==> src/design/depth_pixel_colorizer_assert.svh <==
// assertion helpers for the depth pixel colorizer
`ifndef DEPTH_PIXEL_COLORIZER_ASSERT_SVH
`define DEPTH_PIXEL_COLORIZER_ASSERT_SVH

`ifndef ASSERT_OFF
`define DPC_ASSERT_IMP(lbl, clk, rst_n, ante, cons) \
  lbl: assert property (@(posedge clk) disable iff (!rst_n) (ante) |-> (cons)) \
    else $error("dpc assertion failed");
`define DPC_ASSERT_NXT(lbl, clk, rst_n, ante, cons) \
  lbl: assert property (@(posedge clk) disable iff (!rst_n) (ante) |=> (cons)) \
    else $error("dpc assertion failed");
`else
`define DPC_ASSERT_IMP(lbl, clk, rst_n, ante, cons)
`define DPC_ASSERT_NXT(lbl, clk, rst_n, ante, cons)
`endif

`endif

==> src/design/dpc_pkg.sv <==
package dpc_pkg;

  localparam int PIX_W      = 14;
  localparam int CSCL_W     = 29;
  localparam int GSCL_W     = 24;
  localparam int PROD_W     = PIX_W + CSCL_W;
  localparam int FRAC_W     = 16;
  localparam int CH_W       = 8;
  localparam int CFG_IDX_W  = 3;
  localparam int CFG_DATA_W = 29;

  localparam logic [PIX_W-1:0] CODE_LOW_AMP   = 14'd16001;
  localparam logic [PIX_W-1:0] CODE_SATURATED = 14'd16002;
  localparam logic [PIX_W-1:0] CODE_OVERFLOW  = 14'd16003;

  localparam logic [CFG_IDX_W-1:0] REG_GRAY_MODE   = 3'd0;
  localparam logic [CFG_IDX_W-1:0] REG_RANGE_START = 3'd1;
  localparam logic [CFG_IDX_W-1:0] REG_RANGE_STOP  = 3'd2;
  localparam logic [CFG_IDX_W-1:0] REG_COLOR_SCALE = 3'd3;
  localparam logic [CFG_IDX_W-1:0] REG_GRAY_SCALE  = 3'd4;

  localparam logic [PIX_W-1:0]  RST_RANGE_STOP  = 14'd16000;
  localparam logic [CSCL_W-1:0] RST_COLOR_SCALE = 29'd24576;
  localparam logic [GSCL_W-1:0] RST_GRAY_SCALE  = 24'd1044;

  typedef struct packed {
    logic              gray_mode;
    logic [PIX_W-1:0]  range_start;
    logic [PIX_W-1:0]  range_stop;
    logic [CSCL_W-1:0] color_scale;
    logic [GSCL_W-1:0] gray_scale;
  } cfg_t;

  // pixel class decided at the front of the pipe
  typedef enum logic [2:0] {
    CLS_SAT,
    CLS_OVF,
    CLS_BLACK,
    CLS_WHITE,
    CLS_ZERO,
    CLS_MAP,
    CLS_GRAY
  } cls_t;

  typedef enum logic [1:0] {
    KIND_NONE,
    KIND_RISE,
    KIND_FLAT,
    KIND_FALL
  } kind_t;

endpackage

==> src/design/depth_pixel_colorizer.sv <==
// a pixel accepted at a clock edge passes the decode, product, index, two color
//   and output registers before its rgb beat shows on out_valid; stalls hold it
// throughput: one pixel per clock; an output stall freezes the whole pipe
// reset (rst_n low, synchronous): all stage valids clear, registers return
//   to jet mode, range 0..16000, color scale 24576, gray scale 1044
`include "depth_pixel_colorizer_assert.svh"

module depth_pixel_colorizer #(
  parameter int COLOR_STEPS = 6000
) (
  input  logic                           clk,
  input  logic                           rst_n,
  input  logic                           cfg_we,
  input  logic [dpc_pkg::CFG_IDX_W-1:0]  cfg_index,
  input  logic [dpc_pkg::CFG_DATA_W-1:0] cfg_wdata,
  input  logic                           in_valid,
  output logic                           in_stall,
  input  logic [dpc_pkg::PIX_W-1:0]      in_pixel_value,
  output logic                           out_valid,
  input  logic                           out_stall,
  output logic [dpc_pkg::CH_W-1:0]       out_red,
  output logic [dpc_pkg::CH_W-1:0]       out_green,
  output logic [dpc_pkg::CH_W-1:0]       out_blue
);
  import dpc_pkg::*;

  localparam int IDX_W = $clog2(COLOR_STEPS);

  cfg_t             cfg_r;
  logic             advance;
  logic [5:1]       vld_r;
  logic             out_valid_r;
  cls_t             cls1, cls3, cls4_r, cls5_r;
  logic [PIX_W-1:0] off1;
  logic [IDX_W-1:0] idx3;
  logic [CH_W-1:0]  lvl3, lvl4_r, lvl5_r;
  logic [CH_W-1:0]  map_r, map_g, map_b;
  logic [CH_W-1:0]  red_nxt, green_nxt, blue_nxt;
  logic [CH_W-1:0]  red_r, green_r, blue_r;

  always_ff @(posedge clk) begin
    if (!rst_n) begin
      cfg_r.gray_mode   <= 1'b0;
      cfg_r.range_start <= '0;
      cfg_r.range_stop  <= RST_RANGE_STOP;
      cfg_r.color_scale <= RST_COLOR_SCALE;
      cfg_r.gray_scale  <= RST_GRAY_SCALE;
    end else if (cfg_we) begin
      unique case (cfg_index)
        REG_GRAY_MODE:   cfg_r.gray_mode   <= cfg_wdata[0];
        REG_RANGE_START: cfg_r.range_start <= cfg_wdata[PIX_W-1:0];
        REG_RANGE_STOP:  cfg_r.range_stop  <= cfg_wdata[PIX_W-1:0];
        REG_COLOR_SCALE: cfg_r.color_scale <= cfg_wdata[CSCL_W-1:0];
        REG_GRAY_SCALE:  cfg_r.gray_scale  <= cfg_wdata[GSCL_W-1:0];
        default: ;
      endcase
    end
  end

  // whole pipe moves unless a finished beat is held at the output
  assign advance  = !out_valid_r || !out_stall;
  assign in_stall = !advance;

  always_ff @(posedge clk) begin
    if (!rst_n) begin
      vld_r       <= '0;
      out_valid_r <= 1'b0;
    end else if (advance) begin
      vld_r       <= {vld_r[4:1], in_valid};
      out_valid_r <= vld_r[5];
    end
  end

  dpc_decode u_decode (
    .clk   (clk),
    .en    (advance),
    .pixel (in_pixel_value),
    .cfg   (cfg_r),
    .cls   (cls1),
    .off   (off1)
  );

  dpc_scale #(.STEPS(COLOR_STEPS)) u_scale (
    .clk     (clk),
    .en      (advance),
    .off     (off1),
    .cls_in  (cls1),
    .cfg     (cfg_r),
    .idx     (idx3),
    .lvl     (lvl3),
    .cls_out (cls3)
  );

  dpc_chan #(.STEPS(COLOR_STEPS), .S(3), .WD(4)) u_chan_red (
    .clk   (clk),
    .en    (advance),
    .idx   (idx3),
    .value (map_r)
  );

  dpc_chan #(.STEPS(COLOR_STEPS), .S(1), .WD(3)) u_chan_green (
    .clk   (clk),
    .en    (advance),
    .idx   (idx3),
    .value (map_g)
  );

  dpc_chan #(.STEPS(COLOR_STEPS), .S(-1), .WD(2)) u_chan_blue (
    .clk   (clk),
    .en    (advance),
    .idx   (idx3),
    .value (map_b)
  );

  // class and grey level ride alongside the two color stages
  always_ff @(posedge clk) begin
    if (advance) begin
      cls4_r <= cls3;
      lvl4_r <= lvl3;
      cls5_r <= cls4_r;
      lvl5_r <= lvl4_r;
    end
  end

  always_comb begin
    case (cls5_r) inside
      CLS_SAT: begin
        red_nxt = 8'd255; green_nxt = 8'd0; blue_nxt = 8'd128;
      end
      CLS_OVF: begin
        red_nxt = 8'd169; green_nxt = 8'd14; blue_nxt = 8'd255;
      end
      CLS_WHITE: begin
        red_nxt = 8'd255; green_nxt = 8'd255; blue_nxt = 8'd255;
      end
      CLS_GRAY: begin
        red_nxt = lvl5_r; green_nxt = lvl5_r; blue_nxt = lvl5_r;
      end
      CLS_ZERO, CLS_MAP: begin
        red_nxt = map_r; green_nxt = map_g; blue_nxt = map_b;
      end
      default: begin
        red_nxt = '0; green_nxt = '0; blue_nxt = '0;
      end
    endcase
  end

  always_ff @(posedge clk) begin
    if (advance) begin
      red_r   <= red_nxt;
      green_r <= green_nxt;
      blue_r  <= blue_nxt;
    end
  end

  assign out_valid = out_valid_r;
  assign out_red   = red_r;
  assign out_green = green_r;
  assign out_blue  = blue_r;

  `DPC_ASSERT_IMP(a_idx_in_map, clk, rst_n, vld_r[3], idx3 <= IDX_W'(COLOR_STEPS - 1))
  `DPC_ASSERT_NXT(a_sat_color, clk, rst_n, vld_r[5] && advance && cls5_r == CLS_SAT,
    out_valid && out_red == 8'd255 && out_green == 8'd0 && out_blue == 8'd128)
  `DPC_ASSERT_NXT(a_zero_entry, clk, rst_n, vld_r[5] && advance && cls5_r == CLS_ZERO,
    out_valid && out_red == 8'd0 && out_green == 8'd0 && out_blue == 8'd127)

endmodule

==> src/design/dpc_decode.sv <==
module dpc_decode (
  input  logic                 clk,
  input  logic                 en,
  input  logic [dpc_pkg::PIX_W-1:0] pixel,
  input  dpc_pkg::cfg_t        cfg,
  output dpc_pkg::cls_t        cls,
  output logic [dpc_pkg::PIX_W-1:0] off
);
  import dpc_pkg::*;

  cls_t             cls_r, cls_nxt;
  logic [PIX_W-1:0] off_r;
  logic             below, above;

  assign below = pixel < cfg.range_start;
  // off > stop - start is the same test as pixel > stop
  assign above = pixel > cfg.range_stop;

  always_comb begin
    if (pixel == CODE_SATURATED) begin
      cls_nxt = CLS_SAT;
    end else if (!cfg.gray_mode) begin
      if (pixel == CODE_OVERFLOW) begin
        cls_nxt = CLS_OVF;
      end else if (pixel == CODE_LOW_AMP) begin
        cls_nxt = CLS_BLACK;
      end else if (pixel == '0) begin
        cls_nxt = CLS_ZERO;
      end else if (below || above) begin
        cls_nxt = CLS_BLACK;
      end else begin
        cls_nxt = CLS_MAP;
      end
    end else begin
      if (above) begin
        cls_nxt = CLS_WHITE;
      end else if (below) begin
        cls_nxt = CLS_BLACK;
      end else begin
        cls_nxt = CLS_GRAY;
      end
    end
  end

  always_ff @(posedge clk) begin
    if (en) begin
      cls_r <= cls_nxt;
      off_r <= pixel - cfg.range_start;
    end
  end

  assign cls = cls_r;
  assign off = off_r;

endmodule

==> src/design/dpc_scale.sv <==
module dpc_scale #(
  parameter int STEPS = 6000
) (
  input  logic                      clk,
  input  logic                      en,
  input  logic [dpc_pkg::PIX_W-1:0] off,
  input  dpc_pkg::cls_t             cls_in,
  input  dpc_pkg::cfg_t             cfg,
  output logic [$clog2(STEPS)-1:0]  idx,
  output logic [dpc_pkg::CH_W-1:0]  lvl,
  output dpc_pkg::cls_t             cls_out
);
  import dpc_pkg::*;

  localparam int IDX_W = $clog2(STEPS);
  localparam int RAW_W = $clog2(STEPS + 1);
  localparam int CW    = RAW_W + FRAC_W;
  localparam logic [PROD_W-1:0] TOP_Q = PROD_W'(STEPS) << FRAC_W;
  localparam logic [RAW_W-1:0]  LAST_RAW = RAW_W'(STEPS - 1);
  localparam logic [IDX_W-1:0]  LAST_IDX = IDX_W'(STEPS - 1);

  logic [CSCL_W-1:0] scl;
  logic [PROD_W-1:0] prod2_r;
  cls_t              cls2_r, cls3_r;
  logic [CW-1:0]     diff;
  logic [RAW_W-1:0]  raw;
  logic [IDX_W-1:0]  idx3_r, idx_nxt;
  logic [CH_W-1:0]   lvl3_r, lvl_nxt;

  assign scl = cfg.gray_mode ? {{(CSCL_W-GSCL_W){1'b0}}, cfg.gray_scale} : cfg.color_scale;

  always_ff @(posedge clk) begin
    if (en) begin
      prod2_r <= {{CSCL_W{1'b0}}, off} * {{PIX_W{1'b0}}, scl};
      cls2_r  <= cls_in;
    end
  end

  // index counts down from the top of the map
  assign diff = TOP_Q[CW-1:0] - prod2_r[CW-1:0];
  assign raw  = diff[CW-1:FRAC_W];

  always_comb begin
    if (cls2_r == CLS_ZERO || prod2_r > TOP_Q) begin
      idx_nxt = '0;
    end else if (raw > LAST_RAW) begin
      idx_nxt = LAST_IDX;
    end else begin
      idx_nxt = raw[IDX_W-1:0];
    end
  end

  assign lvl_nxt = (|prod2_r[PROD_W-1:FRAC_W+CH_W]) ? {CH_W{1'b1}}
                                                   : prod2_r[FRAC_W+CH_W-1:FRAC_W];

  always_ff @(posedge clk) begin
    if (en) begin
      idx3_r <= idx_nxt;
      lvl3_r <= lvl_nxt;
      cls3_r <= cls2_r;
    end
  end

  assign idx     = idx3_r;
  assign lvl     = lvl3_r;
  assign cls_out = cls3_r;

endmodule

==> src/design/dpc_chan.sv <==
module dpc_chan #(
  parameter int STEPS = 6000,
  parameter int S     = 3,
  parameter int WD    = 4
) (
  input  logic                     clk,
  input  logic                     en,
  input  logic [$clog2(STEPS)-1:0] idx,
  output logic [dpc_pkg::CH_W-1:0] value
);
  import dpc_pkg::*;

  localparam int IDX_W = $clog2(STEPS);
  localparam int EW    = IDX_W + 5;
  localparam int DW    = IDX_W + 2;
  localparam int XW    = IDX_W + 10;
  localparam int RW    = IDX_W + 2;
  localparam int DNW   = IDX_W + 3;

  localparam logic signed [EW-1:0] RISE_LO = EW'(S * STEPS);
  localparam logic signed [EW-1:0] RISE_HI = EW'((S + 2) * STEPS);
  localparam logic signed [EW-1:0] FLAT_HI = EW'((S + 4) * STEPS);
  localparam logic signed [EW-1:0] FALL_HI = EW'((S + 4 + WD) * STEPS);
  localparam logic [DNW-1:0] DEN_R  = DNW'(2 * STEPS);
  localparam logic [DNW-1:0] DEN_F  = DNW'(WD * STEPS);
  localparam logic [RW-1:0]  RCP_R  = RW'((1 << XW) / (2 * STEPS));
  localparam logic [RW-1:0]  RCP_F  = RW'((1 << XW) / (WD * STEPS));
  localparam logic [XW-1:0]  CEIL_F = XW'(WD * STEPS - 1);
  localparam logic [CH_W-1:0] FULL  = {CH_W{1'b1}};

  logic signed [EW-1:0] es, d_rise, d_fall;
  logic [DW-1:0]        d;
  logic [XW-1:0]        x255;
  kind_t                kind_nxt, kind_a_r, kind_b_r;
  logic [XW-1:0]        x_nxt, x_a_r, x_b_r;
  logic [RW-1:0]        rcp;
  logic [XW+RW-1:0]     prod_q;
  logic [CH_W-1:0]      qe_b_r, q;
  logic [DNW-1:0]       den;
  logic [CH_W+DNW-1:0]  qd;
  logic [XW-1:0]        rem;

  // position in eighths of the map, times the step count
  assign es     = $signed({2'b00, idx, 3'b000});
  assign d_rise = es - RISE_LO;
  assign d_fall = es - FLAT_HI;

  always_comb begin
    kind_nxt = KIND_NONE;
    d        = d_rise[DW-1:0];
    if (es >= RISE_LO && es < RISE_HI) begin
      kind_nxt = KIND_RISE;
    end else if (es >= RISE_HI && es < FLAT_HI) begin
      kind_nxt = KIND_FLAT;
    end else if (es >= FLAT_HI && es < FALL_HI) begin
      kind_nxt = KIND_FALL;
      d        = d_fall[DW-1:0];
    end
    x255  = ({{(XW-DW){1'b0}}, d} << 8) - {{(XW-DW){1'b0}}, d};
    x_nxt = (kind_nxt == KIND_FALL) ? x255 + CEIL_F : x255;
  end

  always_ff @(posedge clk) begin
    if (en) begin
      kind_a_r <= kind_nxt;
      x_a_r    <= x_nxt;
    end
  end

  // reciprocal estimate, low by at most one
  assign rcp    = (kind_a_r == KIND_FALL) ? RCP_F : RCP_R;
  assign prod_q = {{RW{1'b0}}, x_a_r} * {{XW{1'b0}}, rcp};

  always_ff @(posedge clk) begin
    if (en) begin
      kind_b_r <= kind_a_r;
      x_b_r    <= x_a_r;
      qe_b_r   <= prod_q[XW+CH_W-1:XW];
    end
  end

  assign den = (kind_b_r == KIND_FALL) ? DEN_F : DEN_R;
  assign qd  = {{DNW{1'b0}}, qe_b_r} * {{CH_W{1'b0}}, den};
  assign rem = x_b_r - qd[XW-1:0];
  assign q   = qe_b_r + CH_W'(rem >= {{(XW-DNW){1'b0}}, den});

  always_comb begin
    case (kind_b_r)
      KIND_RISE: value = q;
      KIND_FLAT: value = FULL;
      KIND_FALL: value = FULL - q;
      default:   value = '0;
    endcase
  end

endmodule
==> config.mk <==
export PLATFORM = sky130hd
export DESIGN_NAME = depth_pixel_colorizer
export DESIGN_NICKNAME = d
export VERILOG_FILES = /design/src/design/dpc_pkg.sv /design/src/design/depth_pixel_colorizer.sv /design/src/design/dpc_decode.sv /design/src/design/dpc_scale.sv /design/src/design/dpc_chan.sv
export VERILOG_INCLUDE_DIRS = /design/src /design/src/design
export SDC_FILE = /design/constraint.sdc
export NUM_CORES = 2
export LEC_CHECK = 0
export BUFFER_PORTS_ARGS = -buffer_cell sky130_fd_sc_hd__buf_2
export CAP_MARGIN = 30
export CORE_MARGIN = 2
export CORE_UTILIZATION = 54
export DETAILED_ROUTE_END_ITERATION = 8
export GPL_TIMING_DRIVEN = 0
export PLACE_DENSITY = 0.7
export SYNTH_ARGS = -nofsm -noshare
export SYNTH_HDL_FRONTEND = slang
export SYNTH_SLANG_ARGS = --single-unit
==> constraint.sdc <==
create_clock -name clk -period 21.7 [get_ports clk]
set_clock_uncertainty 0.05 [all_clocks]
set_input_delay 3.255 -clock clk [delete_from_list [all_inputs] [get_ports clk]]
set_output_delay 3.255 -clock clk [all_outputs]
set_load 0.03 [all_outputs]
==> results.md <==
- Post-Synthesis Cells: 5,422
- Final setup TNS: 0 ns
- Yosys cell types: 119
- RSZ-0062 raised after global routing: no
- Post_cts resized: 0
- Die Wd: 317 um
- DIE AREA: 100,000 um2
- DR vias/cell: 5.48
- Max Cap Viol: 0
- Hold Crit Class: flop to flop
- Setup bufs post-CTS: 0
- Crit-path slowest cell: clkbuf_1
- Via count: 37,700
- Chip Height: 317 um
- TritonCTS buffer count: 46
- Drt first pass iters: 6
- Synth Flop Type: edfxtp_1
- Post-synth EDFFs: just under 300
- Root buf cell: clkbuf_16
- Sequential-to-total area share from yosys stat: 20.0%
- Worst skew pair latency: 0.63 ns
- Fmax achieved: 0.115 GHz
- Post-Route WL: 126 mm
- Layout Utilization: about three fifths
- Fillers: 8,379
- Yosys warnings: 0
- Core box area: 96,700 um2
- Final ANT Viol Nets: 0
- # port buffers: 75
- Number of DRC markers in iteration 0: between 2,000 and 2,500
- Rows: between 100 and 150
- Gpl congestion: 0.956
- ANT cells: 0
- Worst slew pin tran: 1.10 ns
- Worst setup EP type: flop
- Htree depth: 2
- GR Overflow Total: 0
- Total track usage: about a quarter
- Clock transition at path regs: 0.06 ns
- Vias in the first global route: 39,100
- Crit-path max FO: 10
- Crit start category: flop
- Asr flop ratio synth: 0%
- Max-slew violations: 0
- Cts hold-fix bufs: 0
- Hpwl dp: 105 mm
- Dpl ws: 12.98 ns
- Final Critical Period: ~8.7 ns
- Worst setup margin: about 13 ns
- Syn Std Cell Area: 52,800 um2
- Initial antenna violation count: 0
- Drt drc: 0
- Largest net degree at the start of global routing: 75
- Hold path cells: 0
- Commonest non-fill, non-tap cells in the layout: inv_1, nand2_1, fa_1
- CP required: 22.03 ns
- Syn avg cell area: 9.73 um2
- Max incr delay on CP: 0.63 ns
- CP arrival: 9.04 ns
- Slew headroom: around a quarter
- Max clock buf depth: 3
- First-pass GRT wire length: 205 mm
- Most common cell after layout, fill and taps aside: inv_1
- Wire per inst: 18.3 um
- Initial Util: 54.6%
- Io pins: between 70 and 80
- Nets: 6,988
- Tcrit/Tclk final: 40.2%
- TritonCTS clock tree: built
- Kind of critical path: flop to flop
- Final setup viols: 0
- Synthesized flop and latch total: 380
- CTS Sinks: 380
- Fin. Hold Viols: 0
- Share of post-route cells with drive strength above 1: 5.25%
- Synthesis-to-finish area growth: 6.94%
- Reg2Reg Depth: 27
- Status: complete, no violations
- Most used cell, CP: fa_1
==> stage by stage <==
stage               instances  hold WS (ns)  cell area [um2]
CTS                      6875         0.369            56400
detailed placement       6789         0.356            54900
floorplan                5432         0.350            52800
finish                   6875         0.366            56400
global route             6875         0.374            56400
global placement         6783         0.352            54800
==> cells in the mapped netlist, types with 88 or more instances <==
cell type | count | share of area (%)
xor2_1 | 109 | 1.8
fa_1 | 756 | 29
inv_1 | 856 | 6.1
a21oi_1 | 136 | 1.3
ha_1 | 620 | 15
dfxtp_1 | 88 | 3.3
and2_1 | 169 | 2.0
a21boi_0 | 89 | 1.3
o21ai_0 | 126 | 1.2
clkbuf_1 | 205 | 1.5
edfxtp_1 | 292 | 17
xnor2_1 | 177 | 2.9
nor2_1 | 194 | 1.4
nand2_1 | 773 | 5.5
==> per-layer routing <==
metal	GRT usage, %	vias up	part of all wire [%]
met3	2.96	230	5.6
met5	0	-	0
li1	-	17800	-
met1	33.6	18500	42
met4	8.24	0	3.5
met2	45.1	1093	49
==> critical path, delay by kind of cell, from the launching register on <==
| kind | cells | cell delay, ns |
|---|---|---|
| adders and majority gates | 7 | 3.32 |
| AOI/OAI and AO/OA | 8 | 1.78 |
| buffers and inverters | 6 | 1.75 |
| and+or+nand+nor | 4 | 0.76 |
| muxes | 1 | 0.37 |
| DFF | 1 | 0.31 |
| xor gates and xnor gates | 1 | 0.13 |
==> logic make-up (layout without fill, tap and decap cells) <==
family	count (synthesis)	in the layout	synth area share (%)
and+or+nand+nor	1548	1548	13.7
AOI/OAI and AO/OA	678	678	9.00
other	2	12	0.0142
buffers and inverters	1101	1268	7.95
xor gates and xnor gates	296	296	5.10
adders and majority gates	1377	1377	43.4
muxes	40	40	0.889
DFF	380	380	20.0
==> registers in the layout (all words and copies together) (netlist names), 5 cells and up <==
signal               count
u_chan_red.x_b_r        21
u_chan_blue.x_a_r       21
u_scale.prod2_r         43
u_chan_green.x_a_r      21
lvl5_r                   8
out_green                8
u_decode.off            14
lvl4_r                   8
u_chan_blue.x_b_r       18
u_chan_green.x_b_r      21
out_blue                 8
u_chan_green.qe_b_r      8
u_scale.lvl              8
u_scale.idx             13
vld_r                    5
u_chan_red.qe_b_r        8
u_chan_red.x_a_r        21
out_red                  8
u_chan_blue.qe_b_r       8
cfg_r                   82
==> final timing paths <==
path	start	endpoint	slack (ns)
worst min register to register	lvl4_r[4]	lvl5_r[4]	0.37
worst min-delay path	lvl4_r[4]	lvl5_r[4]	0.37
worst max-delay path	cfg_r[81]	u_scale.prod2_r[41]	12.98
worst max register to register	cfg_r[81]	u_scale.prod2_r[41]	12.98
==> layout make-up <==
| cell class | count | area [um2] | area share, % |
|---|---|---|---|
| repair buffers | 81 | 498 | 0.882 |
| well taps | 1276 | 1600 | 2.83 |
| plain buffers | 237 | 955 | 1.69 |
| inverters | 864 | 3240 | 5.75 |
| clock inverters | 24 | 248 | 0.439 |
| clock buffers | 62 | 1270 | 2.26 |
| flip-flops and latches | 380 | 10500 | 18.7 |
| multi-input cells | 3951 | 38100 | 67.5 |
Power is not shown: default switching activity piles up to over one toggle a cycle in this logic, so the estimate is an artifact.
